## config.mk

```make
export PLATFORM = sky130hd
export DESIGN_NAME = zchar_text_decoder
export DESIGN_NICKNAME = d
export VERILOG_FILES = /design/src/hw/rtl/zchr_pkg.sv /design/src/hw/rtl/zchr_decode.sv /design/src/hw/rtl/zchr_outq.sv /design/src/hw/rtl/zchar_text_decoder.sv
export VERILOG_INCLUDE_DIRS = /design/src /design/src/hw/rtl
export SDC_FILE = /design/constraint.sdc
export NUM_CORES = 1
export LEC_CHECK = 0
export ABC_AREA = 1
export BUFFER_PORTS_ARGS = -buffer_cell sky130_fd_sc_hd__buf_4
export CORE_MARGIN = 4
export CORE_UTILIZATION = 65
export DETAILED_ROUTE_END_ITERATION = 8
export GPL_TIMING_DRIVEN = 0
export PLACE_DENSITY = 0.94
export REMOVE_ABC_BUFFERS = 1
export SETUP_SLACK_MARGIN = 0.15
export SYNTH_ARGS = -nofsm -noshare
export SYNTH_HDL_FRONTEND = slang
export SYNTH_SLANG_ARGS = --single-unit
```

## constraint.sdc

```tcl
create_clock -name clk -period 6.78 [get_ports clk]
set_input_delay 0.339 -clock clk [delete_from_list [all_inputs] [get_ports clk]]
set_output_delay 0.339 -clock clk [all_outputs]
set_load 0.02 [all_outputs]
```

## src/hw/rtl/assert_macros.svh

```systemverilog
// assertion macros used by zchar_text_decoder
`ifndef ASSERT_MACROS_SVH
`define ASSERT_MACROS_SVH

`ifndef ASSERT_OFF

`define ZC_ASSERT_IMPL(lbl, clk, rst, ante, cons) \
  lbl: assert property (@(posedge clk) disable iff (rst) (ante) |-> (cons)) \
    else $error("assertion failed");

`define ZC_ASSERT_NEXT(lbl, clk, rst, ante, cons) \
  lbl: assert property (@(posedge clk) disable iff (rst) (ante) |=> (cons)) \
    else $error("assertion failed");

`else

`define ZC_ASSERT_IMPL(lbl, clk, rst, ante, cons)

`define ZC_ASSERT_NEXT(lbl, clk, rst, ante, cons)

`endif

`endif

```

## src/hw/rtl/zchr_pkg.sv

```systemverilog
// types, codes and z-character decode function for the text decoder
package zchr_pkg;

  localparam logic KIND_CHAR   = 1'b0;
  localparam logic KIND_ABBREV = 1'b1;

  localparam logic [4:0] ZC_SPACE   = 5'd0;
  localparam logic [4:0] ZC_SHIFT1  = 5'd4;
  localparam logic [4:0] ZC_SHIFT2  = 5'd5;
  localparam logic [4:0] ZC_ESCAPE  = 5'd6;
  localparam logic [4:0] ZC_NEWLINE = 5'd7;

  localparam logic [1:0] ALPHA_LOWER = 2'd0;
  localparam logic [1:0] ALPHA_UPPER = 2'd1;
  localparam logic [1:0] ALPHA_PUNCT = 2'd2;

  localparam logic [7:0] CHAR_SPACE   = 8'd32;
  localparam logic [7:0] CHAR_NEWLINE = 8'd10;
  localparam logic [7:0] CHAR_LOWER_A = 8'h61;
  localparam logic [7:0] CHAR_UPPER_A = 8'h41;

  localparam logic [6:0] ABBREV_COUNT = 7'd96;

  typedef struct packed {
    logic [1:0]  shift;
    logic [1:0]  bank;
    logic [10:0] esc;
  } zstate_t;

  typedef struct packed {
    logic      emit;
    logic      kind;
    logic [7:0] value;
    zstate_t   st;
  } zstep_t;

  typedef struct packed {
    logic [2:0]      vld;
    logic [2:0]      kind;
    logic [2:0][7:0] value;
  } zres_set_t;

  typedef struct packed {
    logic       free;
    logic [1:0] cnt;
  } zq_stat_t;

  function automatic logic [7:0] punct_char(logic [4:0] idx);
    logic [7:0] c;
    unique case (idx)
      5'd0:  c = 8'h1B;
      5'd1:  c = 8'h0A;
      5'd2:  c = 8'h30;
      5'd3:  c = 8'h31;
      5'd4:  c = 8'h32;
      5'd5:  c = 8'h33;
      5'd6:  c = 8'h34;
      5'd7:  c = 8'h35;
      5'd8:  c = 8'h36;
      5'd9:  c = 8'h37;
      5'd10: c = 8'h38;
      5'd11: c = 8'h39;
      5'd12: c = 8'h2E;
      5'd13: c = 8'h2C;
      5'd14: c = 8'h21;
      5'd15: c = 8'h3F;
      5'd16: c = 8'h5F;
      5'd17: c = 8'h23;
      5'd18: c = 8'h27;
      5'd19: c = 8'h22;
      5'd20: c = 8'h2F;
      5'd21: c = 8'h5C;
      5'd22: c = 8'h2D;
      5'd23: c = 8'h3A;
      5'd24: c = 8'h28;
      5'd25: c = 8'h29;
      default: c = 8'h00;
    endcase
    return c;
  endfunction

  function automatic logic [7:0] alpha_char(logic [1:0] shift, logic [4:0] idx);
    logic [7:0] c;
    if (shift == ALPHA_UPPER) begin
      c = CHAR_UPPER_A + {3'b000, idx};
    end else if (shift == ALPHA_PUNCT) begin
      c = punct_char(idx);
    end else begin
      c = CHAR_LOWER_A + {3'b000, idx};
    end
    return c;
  endfunction

  function automatic zstep_t decode_zchar(zstate_t s, logic [4:0] ch);
    zstep_t      r;
    logic [10:0] esc_sh;
    logic [1:0]  bm1;
    r.st    = s;
    r.emit  = 1'b0;
    r.kind  = KIND_CHAR;
    r.value = 8'h00;
    esc_sh  = {s.esc[5:0], ch};
    bm1     = s.bank - 2'd1;
    if (s.bank != 2'd0) begin
      r.emit     = 1'b1;
      r.kind     = KIND_ABBREV;
      r.value    = {1'b0, bm1, ch};
      r.st.bank  = 2'd0;
      r.st.shift = ALPHA_LOWER;
    end else if (s.esc != 11'd0) begin
      if (esc_sh[10]) begin
        r.emit   = 1'b1;
        r.value  = esc_sh[7:0];
        r.st.esc = 11'd0;
      end else begin
        r.st.esc = esc_sh;
      end
    end else if (ch == ZC_SPACE) begin
      r.emit  = 1'b1;
      r.value = CHAR_SPACE;
    end else if (ch < ZC_SHIFT1) begin
      r.st.bank = ch[1:0];
    end else if (ch == ZC_SHIFT1) begin
      r.st.shift = ALPHA_UPPER;
    end else if (ch == ZC_SHIFT2) begin
      r.st.shift = ALPHA_PUNCT;
    end else if (s.shift == ALPHA_PUNCT && ch == ZC_ESCAPE) begin
      r.st.shift = ALPHA_LOWER;
      r.st.esc   = 11'd1;
    end else if (s.shift == ALPHA_PUNCT && ch == ZC_NEWLINE) begin
      r.emit  = 1'b1;
      r.value = CHAR_NEWLINE;
    end else begin
      r.emit     = 1'b1;
      r.value    = alpha_char(s.shift, ch - ZC_ESCAPE);
      r.st.shift = ALPHA_LOWER;
    end
    return r;
  endfunction

endpackage

```

## src/hw/rtl/zchr_decode.sv

```systemverilog
// input register, decode state and three-character decode of one word
module zchr_decode (
  input  logic               clk,
  input  logic               rst,
  input  logic               in_valid,
  output logic               in_stall,
  input  logic [15:0]        packed_word,
  input  zchr_pkg::zq_stat_t q_stat,
  output logic               move,
  output zchr_pkg::zres_set_t res_set,
  output zchr_pkg::zstate_t  st
);
  import zchr_pkg::*;

  logic        full;
  logic [15:0] word;
  zstep_t      s0, s1, s2;
  zstate_t     st_next;

  assign move     = full && q_stat.free;
  assign in_stall = full && !q_stat.free;

  always_comb begin
    s0 = decode_zchar(st, word[14:10]);
    s1 = decode_zchar(s0.st, word[9:5]);
    s2 = decode_zchar(s1.st, word[4:0]);
    res_set.vld   = {s2.emit, s1.emit, s0.emit};
    res_set.kind  = {s2.kind, s1.kind, s0.kind};
    res_set.value = {s2.value, s1.value, s0.value};
    st_next       = word[15] ? '0 : s2.st;
  end

  always_ff @(posedge clk) begin
    if (rst) begin
      full <= 1'b0;
      st   <= '0;
    end else begin
      if (in_valid && !in_stall) begin
        full <= 1'b1;
      end else if (move) begin
        full <= 1'b0;
      end
      if (move) begin
        st <= st_next;
      end
    end
  end

  always_ff @(posedge clk) begin
    if (in_valid && !in_stall) begin
      word <= packed_word;
    end
  end

endmodule

```

## src/hw/rtl/zchr_outq.sv

```systemverilog
// three-entry result queue that sends one result per cycle while out_stall is low
module zchr_outq (
  input  logic                clk,
  input  logic                rst,
  input  logic                move,
  input  zchr_pkg::zres_set_t res_set,
  output zchr_pkg::zq_stat_t  q_stat,
  output logic                out_valid,
  input  logic                out_stall,
  output logic                result_kind,
  output logic [7:0]          result_value,
  output logic                last_of_item
);
  import zchr_pkg::*;

  logic [1:0]      cnt;
  logic [2:0]      q_kind;
  logic [2:0][7:0] q_value;
  logic [2:0]      q_last;
  logic [2:0]      ld_kind;
  logic [2:0][7:0] ld_value;
  logic [2:0]      ld_last;
  logic [1:0]      ld_cnt;
  logic            take;

  assign take         = out_valid && !out_stall;
  assign out_valid    = cnt != 2'd0;
  assign result_kind  = q_kind[0];
  assign result_value = q_value[0];
  assign last_of_item = q_last[0];
  assign q_stat.cnt   = cnt;
  assign q_stat.free  = (cnt == 2'd0) || (cnt == 2'd1 && take);

  // pack the emitted results to the front
  always_comb begin
    ld_kind  = '0;
    ld_value = '0;
    ld_last  = '0;
    ld_cnt   = 2'd0;
    for (int i = 0; i < 3; i++) begin
      if (res_set.vld[i]) begin
        ld_kind[ld_cnt]  = res_set.kind[i];
        ld_value[ld_cnt] = res_set.value[i];
        ld_cnt           = ld_cnt + 2'd1;
      end
    end
    if (ld_cnt != 2'd0) begin
      ld_last[ld_cnt - 2'd1] = 1'b1;
    end
  end

  always_ff @(posedge clk) begin
    if (rst) begin
      cnt <= 2'd0;
    end else if (move) begin
      cnt <= ld_cnt;
    end else if (take) begin
      cnt <= cnt - 2'd1;
    end
  end

  always_ff @(posedge clk) begin
    if (move) begin
      q_kind  <= ld_kind;
      q_value <= ld_value;
      q_last  <= ld_last;
    end else if (take) begin
      q_kind  <= {1'b0, q_kind[2:1]};
      q_value <= {8'h00, q_value[2], q_value[1]};
      q_last  <= {1'b0, q_last[2:1]};
    end
  end

endmodule

```

## src/hw/rtl/zchar_text_decoder.sv

```systemverilog
// packed text word decoder top level
//
// in channel: packed_word carries three 5-bit z-characters, most significant
// first, bit 15 marks the last word of a string. an item is taken on a clock
// edge with in_valid high and in_stall low.
// out channel: up to three results per word, result_kind 0 for a character and
// 1 for an abbreviation index, last_of_item set on the final result of a word.
// a taken word waits in the input register until the result queue is free;
// its results then load into the queue and the first shows on out_valid.
// the result queue sends one result per cycle while out_stall is low, and a
// new word can be taken into the input register while the queue still drains.
// reset clears the input register, the result queue and the alphabet shift,
// abbreviation bank and escape state. a word with the end mark clears that
// state after its own results are decoded.
// when out_stall is high the head result holds; while the input register is
// full and the result queue is not free, in_stall is high.
`include "assert_macros.svh"

module zchar_text_decoder (
  input  logic        clk,
  input  logic        rst,
  input  logic        in_valid,
  output logic        in_stall,
  input  logic [15:0] packed_word,
  output logic        out_valid,
  input  logic        out_stall,
  output logic        result_kind,
  output logic [7:0]  result_value,
  output logic        last_of_item
);
  import zchr_pkg::*;

  zq_stat_t  q_stat;
  zres_set_t res_set;
  zstate_t   st;
  logic      move;

  zchr_decode u_decode (
    .clk        (clk),
    .rst        (rst),
    .in_valid   (in_valid),
    .in_stall   (in_stall),
    .packed_word(packed_word),
    .q_stat     (q_stat),
    .move       (move),
    .res_set    (res_set),
    .st         (st)
  );

  zchr_outq u_outq (
    .clk         (clk),
    .rst         (rst),
    .move        (move),
    .res_set     (res_set),
    .q_stat      (q_stat),
    .out_valid   (out_valid),
    .out_stall   (out_stall),
    .result_kind (result_kind),
    .result_value(result_value),
    .last_of_item(last_of_item)
  );

  `ZC_ASSERT_IMPL(a_last_at_tail, clk, rst, out_valid && q_stat.cnt == 2'd1, last_of_item)
  `ZC_ASSERT_IMPL(a_more_after, clk, rst, out_valid && !last_of_item, q_stat.cnt > 2'd1)
  `ZC_ASSERT_IMPL(a_abbrev_range, clk, rst, out_valid && result_kind == KIND_ABBREV,
                  {1'b0, result_value} < {2'b00, ABBREV_COUNT})
  `ZC_ASSERT_NEXT(a_end_clears, clk, rst, move && u_decode.word[15], st == '0)

endmodule
```

After elaboration in Yosys (flattened, before gate mapping). Memories as Yosys holds them, arrays and structs flattened. Index checks and enable logic that the tools add are counted.

Register bits after elaboration: 64. Bits in read-only memories: 672. Bits of input ports: 20. Output and inout bits: 12. Logic and storage cells: 227. Memories: 3.

Memory list: (name not given) (words 32, bits a word 7, rd ports 1, clocked after Yosys merged registers in 0, write ports 0, RTL line zchr_pkg.sv:50) `unique case (idx)`; (name not given) (words 32, bits a word 7, rd ports 1, clocked after Yosys merged registers in 0, write ports 0, RTL line zchr_pkg.sv:50); (name not given) (words 32, bits a word 7, rd ports 1, clocked after Yosys merged registers in 0, write ports 0, RTL line zchr_pkg.sv:50).

$add $sub $neg: 16. Order comparisons: 9. Equality and inequality tests: 19. Muxes and demuxes: 137. Reductions and logical operators: 32.

Operators by type and width (count): 2-to-1 mux 8 bit (30); 2-to-1 mux 11 bit (18); 2-to-1 mux 24 bit (4); equality test 5 x 3 -> 1 bit (second input constant) (12); 2-to-1 mux 10 bit (6); 2-to-1 mux 15 bit (4); adder 7 x 5 -> 8 bit (first input constant) (6); bitwise mux 24 bit (2); 2-to-1 mux 2 bit (19); 2-to-1 mux 12 bit (3); 2-to-1 mux 1 bit (34); nonzero test 11 bit (3); demux 8 bit (select 2 bit) (2); 2-to-1 mux 3 bit (7); zero test 5 bit (3); < comparator 5 x 3 -> 1 bit (second input constant) (3); subtractor 5 x 3 -> 5 bit (second input constant) (3); logical AND 1 bit (14); nonzero test 2 bit (7); 2-to-1 mux 4 bit (3); subtractor 2 x 1 -> 2 bit (second input constant) (5); equality test 2 x 1 -> 1 bit (second input constant) (4); bitwise mux 3 bit (2); demux 1 bit (select 2 bit) (3); 10 further kinds (16).

Logic depth before layout (Yosys ltp). Gate-level depths: netlist of run 1.

Depth in word-level cells: 40. Mapped depth: 24.

Cells and area by module. A second synthesis of run 1 with hierarchy kept.

Cell total of the unflattened synthesis: 891. Area, all modules: 5980.7 µm².

By module, submodules not included: zchr_decode (instances 1, cells an instance 653, area an instance 4077.7 µm²); zchr_outq (instances 1, cells an instance 238, area an instance 1903.1 µm²).

Least setup slack after synthesis of run 1. OpenSTA, ideal clock, no wires.

Kind: flip-flop to flip-flop. Start: reg u_decode.word[11]. End: reg u_outq.q_kind[0] (data pin). Arrival: 2.833 ns. Required time: 6.523 ns. Setup slack: 3.691 ns. Cell stages (with the launch flop): 15. Buffers on the path: 1. Clock period less this slack: 3.089 ns. Cells stage by stage: edfxtp_1 -> inv_1 -> ha_1 -> o211ai_1 -> o21ai_0 -> nor2_1 -> inv_1 -> a31oi_2 -> clkinv_1 -> ha_1 -> nand3_4 -> buf_6 -> nand3_2 -> o211ai_2 -> nand2_1.

Longest elaborated chain between the ends: 31. Elaborated cells between the ends (all ways): 93. Classes of those cells: add/sub (1); order compare (5); eq/ne (6); mux (69); reduce/logical (12).

RTL lines: start, declared (RTL line zchr_decode.sv:16) `logic [15:0] word;`; start signal, assigned (RTL line zchr_decode.sv:51) `word <= packed_word;`; equality test 5 x 3 -> 1 bit (RTL line zchr_pkg.sv:130) `end else if (s.shift == ALPHA_PUNCT && ch == ZC_NEWLINE) begin`; logical AND 1 bit (RTL line zchr_pkg.sv:130); 2-to-1 mux 2 bit (RTL line zchr_pkg.sv:130); 2-to-1 mux 2 bit (RTL line zchr_pkg.sv:127) `end else if (s.shift == ALPHA_PUNCT && ch == ZC_ESCAPE) begin`; 2-to-1 mux 2 bit (RTL line zchr_pkg.sv:125) `end else if (ch == ZC_SHIFT2) begin`; 2-to-1 mux 2 bit (RTL line zchr_pkg.sv:123) `end else if (ch == ZC_SHIFT1) begin`; 2-to-1 mux 10 bit (RTL line zchr_pkg.sv:121) `end else if (ch < ZC_SHIFT1) begin`; 2-to-1 mux 15 bit (RTL line zchr_pkg.sv:118) `end else if (ch == ZC_SPACE) begin`; [15 not listed]; 2-to-1 mux 1 bit (RTL line zchr_pkg.sv:125); 2-to-1 mux 1 bit (RTL line zchr_pkg.sv:123); 2-to-1 mux 1 bit (RTL line zchr_pkg.sv:121); 2-to-1 mux 1 bit (RTL line zchr_pkg.sv:118); 2-to-1 mux 1 bit (RTL line zchr_pkg.sv:110) `end else if (s.esc != 11'd0) begin`; 2-to-1 mux 1 bit (RTL line zchr_pkg.sv:104) `if (s.bank != 2'd0) begin`; 2-to-1 mux 3 bit (*) (RTL line zchr_outq.sv:41) `if (res_set.vld[i]) begin`; 2-to-1 mux 3 bit (*) (RTL line zchr_outq.sv:63) `if (move) begin`; end signal, assigned (RTL line zchr_outq.sv:64) `q_kind <= ld_kind;`; end signal, assigned (RTL line zchr_outq.sv:68) `q_kind <= {1'b0, q_kind[2:1]};`; end, declared (RTL line zchr_outq.sv:17) `logic [2:0] q_kind;`.

Every way passes the cells marked *; elsewhere a longest branch is shown, timed or not. A chain may end at the register's enable or synchronous reset.

Worst setup path after layout of run 1.
Start: reg u_decode.word[11]. End: reg u_outq.q_value[15] (netlist bit) (data pin).

Longest elaborated chain between the ends: 34. Elaborated cells between the ends (all ways): 113. Classes of those cells: add/sub (1); order compare (5); eq/ne (8); mux (86); reduce/logical (13).

RTL lines: equality test 5 x 3 -> 1 bit (RTL line zchr_pkg.sv:130); logical AND 1 bit (RTL line zchr_pkg.sv:130); 2-to-1 mux 2 bit (RTL line zchr_pkg.sv:130); 2-to-1 mux 2 bit (RTL line zchr_pkg.sv:127); 2-to-1 mux 2 bit (RTL line zchr_pkg.sv:125); 2-to-1 mux 2 bit (RTL line zchr_pkg.sv:123); 2-to-1 mux 10 bit (RTL line zchr_pkg.sv:121); 2-to-1 mux 15 bit (RTL line zchr_pkg.sv:118); [18 not listed]; 2-to-1 mux 8 bit (RTL line zchr_pkg.sv:123); 2-to-1 mux 10 bit (RTL line zchr_pkg.sv:121); 2-to-1 mux 8 bit (RTL line zchr_pkg.sv:118); 2-to-1 mux 8 bit (RTL line zchr_pkg.sv:110); 2-to-1 mux 12 bit (RTL line zchr_pkg.sv:104); bitwise mux 24 bit (RTL line zchr_outq.sv:43) `ld_value[ld_cnt] = res_set.value[i];`; 2-to-1 mux 24 bit (*) (RTL line zchr_outq.sv:41); 2-to-1 mux 24 bit (*) (RTL line zchr_outq.sv:63); end signal, assigned (RTL line zchr_outq.sv:65) `q_value <= ld_value;`; end signal, assigned (RTL line zchr_outq.sv:69) `q_value <= {8'h00, q_value[2], q_value[1]};`; end, declared (RTL line zchr_outq.sv:18) `logic [2:0][7:0] q_value;`.

Marked as above.

==> results of run 1 <==
==> path summary, 6_finish.rpt <==
path	startpoint	end	slack [ns]	depth (start not counted)
setup / recovery	u_decode.word[11]$_DFFE_PP_	u_outq.q_value[15]$_DFFE_PP_	2.46	20
hold / removal	packed_word[11]	u_decode.word[11]$_DFFE_PP_	0.15	1
setup reg to reg	u_decode.word[11]$_DFFE_PP_	u_outq.q_value[15]$_DFFE_PP_	2.46	20
hold reg to reg	u_decode.st[10]$_SDFFE_PP0P_	u_decode.st[10]$_SDFFE_PP0P_	0.47	2
==> cell families after synthesis <==
group | Yosys count
simple gates | 430
compound gates | 193
buf+inv | 136
xor+xnor | 4
fa+ha+maj | 37
flops | 64
==> cells in the mapped netlist (2+ instances only) <==
cell       count  area share
nand3_4        2      0.0058
dfxtp_1       18       0.059
buf_2          4      0.0033
inv_2          9      0.0056
nand2_2        6      0.0062
o21ai_2        2      0.0029
nand3_2       10       0.016
nand2_1      211        0.13
xor2_1         3      0.0043
nor2_8         2      0.0066
nor4_1         2      0.0021
nand2_4        3      0.0056
nor2_1        85       0.053
buf_6          4      0.0074
nor2_4         6       0.011
nand3_1       53       0.044
nand4_2        2      0.0041
buf_4          8      0.0099
o31ai_1        7      0.0087
clkinv_1       6      0.0037
nor3_1        13       0.011
o21ai_0       61       0.050
ha_1          37       0.076
o21ai_1        5      0.0041
a21oi_1       55       0.045
nor2_2         9      0.0093
o22ai_1        9      0.0093
edfxtp_1      46        0.23
inv_1         88       0.054
nand4_4        2      0.0070
a32oi_1        2      0.0029
o2111ai_1      3      0.0043
clkbuf_1      15      0.0093
or2_2          3      0.0031
o41ai_2        2      0.0054
nand4_1       18       0.019
o21bai_1       3      0.0037
a31oi_1        5      0.0052
o311ai_0       4      0.0058
a21oi_2       14       0.020
o211ai_1      12       0.015
==> cell type report <==
class | instances | share of cell area
sequential | 64 | 0.269
clock inverter | 7 | 0.0156
inverter | 104 | 0.0608
timing repair buffer | 31 | 0.0359
clock buffer | 9 | 0.0191
tap | 111 | 0.0214
multi-input combinational | 664 | 0.579
==> metal layers <==
layer / vias to the layer above / global-route usage / part of all wire
li1: 2963 / - / -
met2: 381 / 0.467 / 0.45
met4: 0 / 0.106 / 0.032
met5: - / 0 / 0
met3: 47 / 0.0568 / 0.11
met1: 2753 / 0.397 / 0.41
==> state kept, by name (all words and copies together) (netlist names) <==
| register | cells |
|---|---|
| u_outq.q_kind | 3 |
| u_decode.word | 16 |
| u_decode.st | 15 |
| u_outq.q_last | 3 |
| u_outq.q_value | 16 |
| u_outq.cnt | 2 |
| u_outq.result_value | 8 |
| u_decode.full | 1 |
==> critical path, delay by kind of cell, from the launching register on <==
family / cells / cell delay [ns]
fa+ha+maj: 2 / 0.70
compound gates: 1 / 0.10
simple gates: 13 / 1.78
buf+inv: 4 / 0.84
flops: 1 / 0.65
==> stage by stage <==
step	std cells	util
finish	990	0.709
global route	990	0.709
CTS	990	0.709
detailed placement	974	0.684
global placement	974	0.684
floorplan	832	-
==> results_dict.tcl, run 1 <==
set metrics [dict create \
    synth.distinct_cells 56 \
    firstDrtPassIters 5 \
    portBuffers 31 \
    synth_compound_area_frac 0.197 \
    status "completed" \
    layout_commonest_cell "nand2_1" \
    seq_area_mm2 0.00174 \
    cts_hold_buf 0 \
    finalWirelength_mm 16.1 \
    insertion_delay_ns 0.36 \
    synth_top_family_by_area "simple AND/OR/NAND/NOR gates" \
    slew_viol_final 0 \
    die_w_um 105 \
    synthXorXnorAreaFrac 0.00577 \
    pre_cts_slack_ns 2.57 \
    setup.worst_path.end_class "flop" \
    final_nets 931 \
    finalSetupViolCount 0 \
    cts.sinks 64 \
    cts_max_level 3 \
    grt_usage 0.293 \
    syn_inst 864 \
    cp_max_fo 12 \
    n_antenna_cell 0 \
    yosys_warnings 0 \
    vias_per_cell 6.21 \
    rsz0062_at_grt "false" \
    hpwlAfterDp_mm 11.7 \
    tightest_slew_ns 1.24 \
    fmax_mhz 232 \
    area_delta_synth_final_pct 6.80 \
    grt_pass1_vias 5606 \
    postCtsSetupBuffers 0 \
    crit_type "reg -> reg" \
    ys_seq_area_frac 0.287 \
    ios 32 \
    min_path_type "in -> reg" \
    synth_adder_area_share 0.0762 \
    critPathMaxStageDelay_ns 0.65 \
    cts_made_buffers 9 \
    worstSetupStartpointType "flop" \
    hold_slack_ns 0.149 \
    synth-seq-cells 64 \
    root_buffer "clkbuf_8" \
    finalHoldViolCount 0 \
    cp.required_ns 6.90 \
    dpl-instance-area_mm2 0.00626 \
    vias 6144 \
    grt_start_max_net_pins 53 \
    cts_resized 0 \
    slowest_stage "edfxtp_1" \
    grt_overflow 0 \
    cpMostUsedCell "nand2_1" \
    period_share 0.637 \
    cap_violations 0 \
    clk_pin_slew_ns 0.08 \
    synthSimpleGateAreaFrac 0.339 \
    clockBufferDepth 2 \
    synth_edf_count 46 \
    drtIter0Drc 579 \
    worst_slack_ns 2.46 \
    ant_nets 0 \
    multiInputGateArea_mm2 0.00375 \
    layout_common_cells "nand2_1, inv_1, nor2_1, o21ai_0, a21oi_1" \
    initial_core_util 0.664 \
    fin_skew_ns 0.0169 \
    period_minus_slack_ns 4.32 \
    syn_avg_cell_area_um2 7.03 \
    synth.area.mux_share 0 \
    dieArea_mm2 0.0110 \
    drc_errors 0 \
    synth_flop_cell "edfxtp_1" \
    path_cells "inv_1 -> ha_1 -> nand2_1 -> nand2_1 -> nand2_1 -> nand2_1 -> nand2_1 -> inv_1 -> nor2_4 -> nand2_1 -> nand2_1 -> a21oi_1 -> nor2_1 -> inv_1 -> ha_1 -> nand3_2 -> inv_2 -> nand2_1 -> nand3_1 -> nand2_1" \
    rows 35 \
    synthArstFlopShare 0 \
    slew_headroom 0.168 \
    drive_gt1_frac 0.144 \
    crit_arrival_ns 4.44 \
    cts_tree "built" \
    gp_congestion 0.980 \
    die_height_um 105 \
    grt_pass1_wl_mm 26.6 \
    fillCellCount 742 \
    final.setup.tns_ns 0 \
    syn-cell-area_mm2 0.00607 \
    wl_per_cell_um 16.2 \
    antenna_found_initial 0 \
    fin_area_mm2 0.00649 \
    coreArea_mm2 0.00915 \
]
Power of run 1 is not shown: default switching activity piles up to over one toggle a cycle in this logic, so the estimate is an artifact.
==> run 2: changes to the inputs <==
--- a/config.mk
+++ b/config.mk
@@ -6,13 +6,13 @@
 export SDC_FILE = /design/constraint.sdc
 export NUM_CORES = 1
 export LEC_CHECK = 0
-export ABC_AREA = 1
+export ABC_AREA = 0
 export BUFFER_PORTS_ARGS = -buffer_cell sky130_fd_sc_hd__buf_4
 export CORE_MARGIN = 4
-export CORE_UTILIZATION = 65
+export CORE_UTILIZATION = 63
 export DETAILED_ROUTE_END_ITERATION = 8
 export GPL_TIMING_DRIVEN = 0
-export PLACE_DENSITY = 0.94
+export PLACE_DENSITY = 0.92
 export REMOVE_ABC_BUFFERS = 1
 export SETUP_SLACK_MARGIN = 0.15
 export SYNTH_ARGS = -nofsm -noshare
==> constraint.sdc (replaced) <==
create_clock -name clk -period 4.35 [get_ports clk]
set_input_delay 0.2175 -clock clk [delete_from_list [all_inputs] [get_ports clk]]
set_output_delay 0.2175 -clock clk [all_outputs]
set_load 0.02 [all_outputs]
==> results_dict.tcl, run 2 <==
set metrics [dict create \
    status "completed" \
    wl_per_cell_um 20.6 \
    peakVddDrop_mv 0.318 \
    insertion_delay_ns 0.36 \
    worstSetupStartpointType "flop" \
    drc_errors 0 \
    synth_adder_area_share 0.0778 \
    finalWirelength_mm 17.4 \
    antenna_found_initial 0 \
    tightest_slew_ns 1.36 \
    reg2reg_setup_slack_ns 0.35 \
    die_height_um 105 \
    die_w_um 105 \
    vias 5920 \
    leakagePower_nw 2.47 \
    cts_made_buffers 9 \
    rows 35 \
    root_buffer "clkbuf_8" \
    hpwlAfterDp_mm 12.6 \
    grt_usage 0.309 \
    finalSetupViolCount 0 \
    cts_max_level 3 \
    finalHoldViolCount 0 \
    grt_pass1_vias 5489 \
    drtIter0Drc 467 \
    crit_arrival_ns 4.18 \
    rsz0062_at_grt "false" \
    largestRegisters "u_decode.word: 16 flops, u_outq.q_value: 16 flops, u_decode.st: 15 flops" \
    synth.area.top_cells "edfxtp_1, ha_1, dfxtp_1, nor2_1, nand2_1" \
    crit_type "reg -> reg" \
    gp_congestion 0.968 \
    p_total_mw 2.52 \
    synth_top_family_by_area "compound AO/OA/AOI/OAI gates" \
    synth_top_area_share 0.232 \
    worstHoldPathCells 1 \
    n_antenna_cell 0 \
    synth-seq-cells 64 \
    synthXorXnorAreaFrac 0.0265 \
    yosys_warnings 0 \
    min_path_type "in -> reg" \
    syn-cell-area_mm2 0.00595 \
    drive_gt1_frac 0.134 \
    ant_nets 0 \
    cts_tree "built" \
    area_delta_synth_final_pct 8.09 \
    coreArea_mm2 0.00924 \
    period_minus_slack_ns 4.00 \
    final_core_util 0.696 \
    final_nets 767 \
    synth.area.mux_share 0.0256 \
    synth_flop_cell "edfxtp_1" \
    clockBufferDepth 2 \
    firstDrtPassIters 5 \
    layout_commonest_cell "nor2_1" \
    fmax_mhz 250 \
    fin_skew_ns 0.0111 \
    grt_start_max_net_pins 48 \
    cp.required_ns 4.53 \
    rr_endpoint "u_outq.q_value[13]$_DFFE_PP_" \
    period_share 0.920 \
    slew_headroom 0.0921 \
    reg2regPathDepth 13 \
    syn_avg_cell_area_um2 8.28 \
    ios 32 \
    cts.sinks 64 \
    min_to "u_decode.word[11]$_DFFE_PP_" \
    setup.worst_path.end_class "flop" \
    synthSimpleGateAreaFrac 0.248 \
    cp_max_fo 12 \
    syn_inst 719 \
    cts_hold_buf 0 \
    grt_overflow 0 \
    reg2reg_from "u_decode.word[11]$_DFFE_PP_" \
    synthArstFlopShare 0 \
    synth_area_leader_cell "edfxtp_1" \
    vias_per_cell 7.01 \
    cap_violations 0 \
    hold_slack_ns 0.0289 \
    synth.distinct_cells 86 \
    slew_viol_final 0 \
    worstHoldStart "packed_word[11]" \
    portBuffers 31 \
    yosysMostFrequentCell "nor2_1" \
    synth_edf_count 46 \
    p_per_area_mw_per_mm2 391 \
    initial_core_util 0.644 \
    layout_common_cells "nor2_1, nand2_1, edfxtp_1, o21ai_0, a21oi_1" \
    synthTopCellsByCount "nor2_1, nand2_1, edfxtp_1" \
    dieArea_mm2 0.0111 \
    synth_compound_area_frac 0.267 \
    clk_pin_slew_ns 0.09 \
    ys_seq_area_frac 0.293 \
    grt_pass1_wl_mm 27.6 \
]
==> run 2: how the worst max path moves through the flow <==
stage / from / to / cells past startpoint
floorplan: u_outq.cnt[0]$_SDFFE_PP0P_ / u_outq.q_kind[0]$_DFFE_PP_ / 5
global placement: u_outq.cnt[0]$_SDFFE_PP0P_ / u_outq.q_value[9]$_DFFE_PP_ / 5
detailed placement: u_decode.word[11]$_DFFE_PP_ / u_outq.q_value[9]$_DFFE_PP_ / 13
CTS: u_decode.word[12]$_DFFE_PP_ / u_outq.q_value[9]$_DFFE_PP_ / 11
global route: u_decode.word[11]$_DFFE_PP_ / u_outq.q_value[13]$_DFFE_PP_ / 13
finish: u_decode.word[11]$_DFFE_PP_ / u_outq.q_value[13]$_DFFE_PP_ / 13
==> run 2: report_power, final <==
part | total [mW] | switching [mW] | leakage (nW) | internal, mW
Sequential | 0.882 | 0.0719 | 0.593 | 0.810
Clock | 0.664 | 0.276 | 0.125 | 0.388
Combinational | 0.972 | 0.611 | 1.75 | 0.361
==> run 2: per-stage QoR <==
| stage | std cells | setup WS [ns] | area [um^2] | setup TNS, ns |
|---|---|---|---|---|
| after CTS | 840 | 0.254 | 6390 | 0 |
| after global routing | 844 | 0.198 | 6430 | 0 |
| after detailed placement | 822 | -0.478 | 6100 | -4.05 |
| final | 844 | 0.349 | 6430 | 0 |
| after floorplan | 661 | 0.569 | 5680 | 0 |
| after global placement | 821 | -0.748 | 6070 | -25.47 |
==> run 2: area by class of cell <==
class,instances,area (um^2)
multi-input combinational,572,3880
inverter,25,93.8
clock buffer,9,124
clock inverter,7,125
tap,129,161
fill,723,2810
sequential,64,1740
timing repair buffer,38,305
==> run 2: logic make-up after synthesis <==
family	count (synthesis)
buffers and inverters	83
adder cells (fa/ha/maj)	37
flip-flops	64
AO/OA/AOI/OAI	217
XOR/XNOR	18
AND/OR/NAND/NOR	285
multiplexers	15
==> run 2: what timing repair did <==
action,CTS,global route
setup endpoints to repair,20,9
buffers inserted,2,4
gates resized for setup,3,4
pin swaps,0,1
==> run 2: worst max-delay path: stages, from the launching register on <==
cell       delay (ns)
edfxtp_1         0.40
inv_1            0.25
ha_2             0.34
nor2_1           0.09
o2111ai_1        0.33
a32o_2           0.27
nand3_2          0.22
o311ai_4         0.45
ha_2             0.46
nand2_1          0.11
nor3_2           0.07
a22oi_4          0.31
or3b_1           0.38
o211ai_1         0.12
==> run 2: metal layers <==
layer,routed length (um),vias up,share of wire,track usage
met5,0,-,0,0
met4,643,0,0.037,0.130
met3,1470,63,0.085,0.0649
met2,8190,363,0.47,0.493
met1,7060,2791,0.41,0.406
li1,-,2703,-,-
Power figures use the tool's default switching activity.
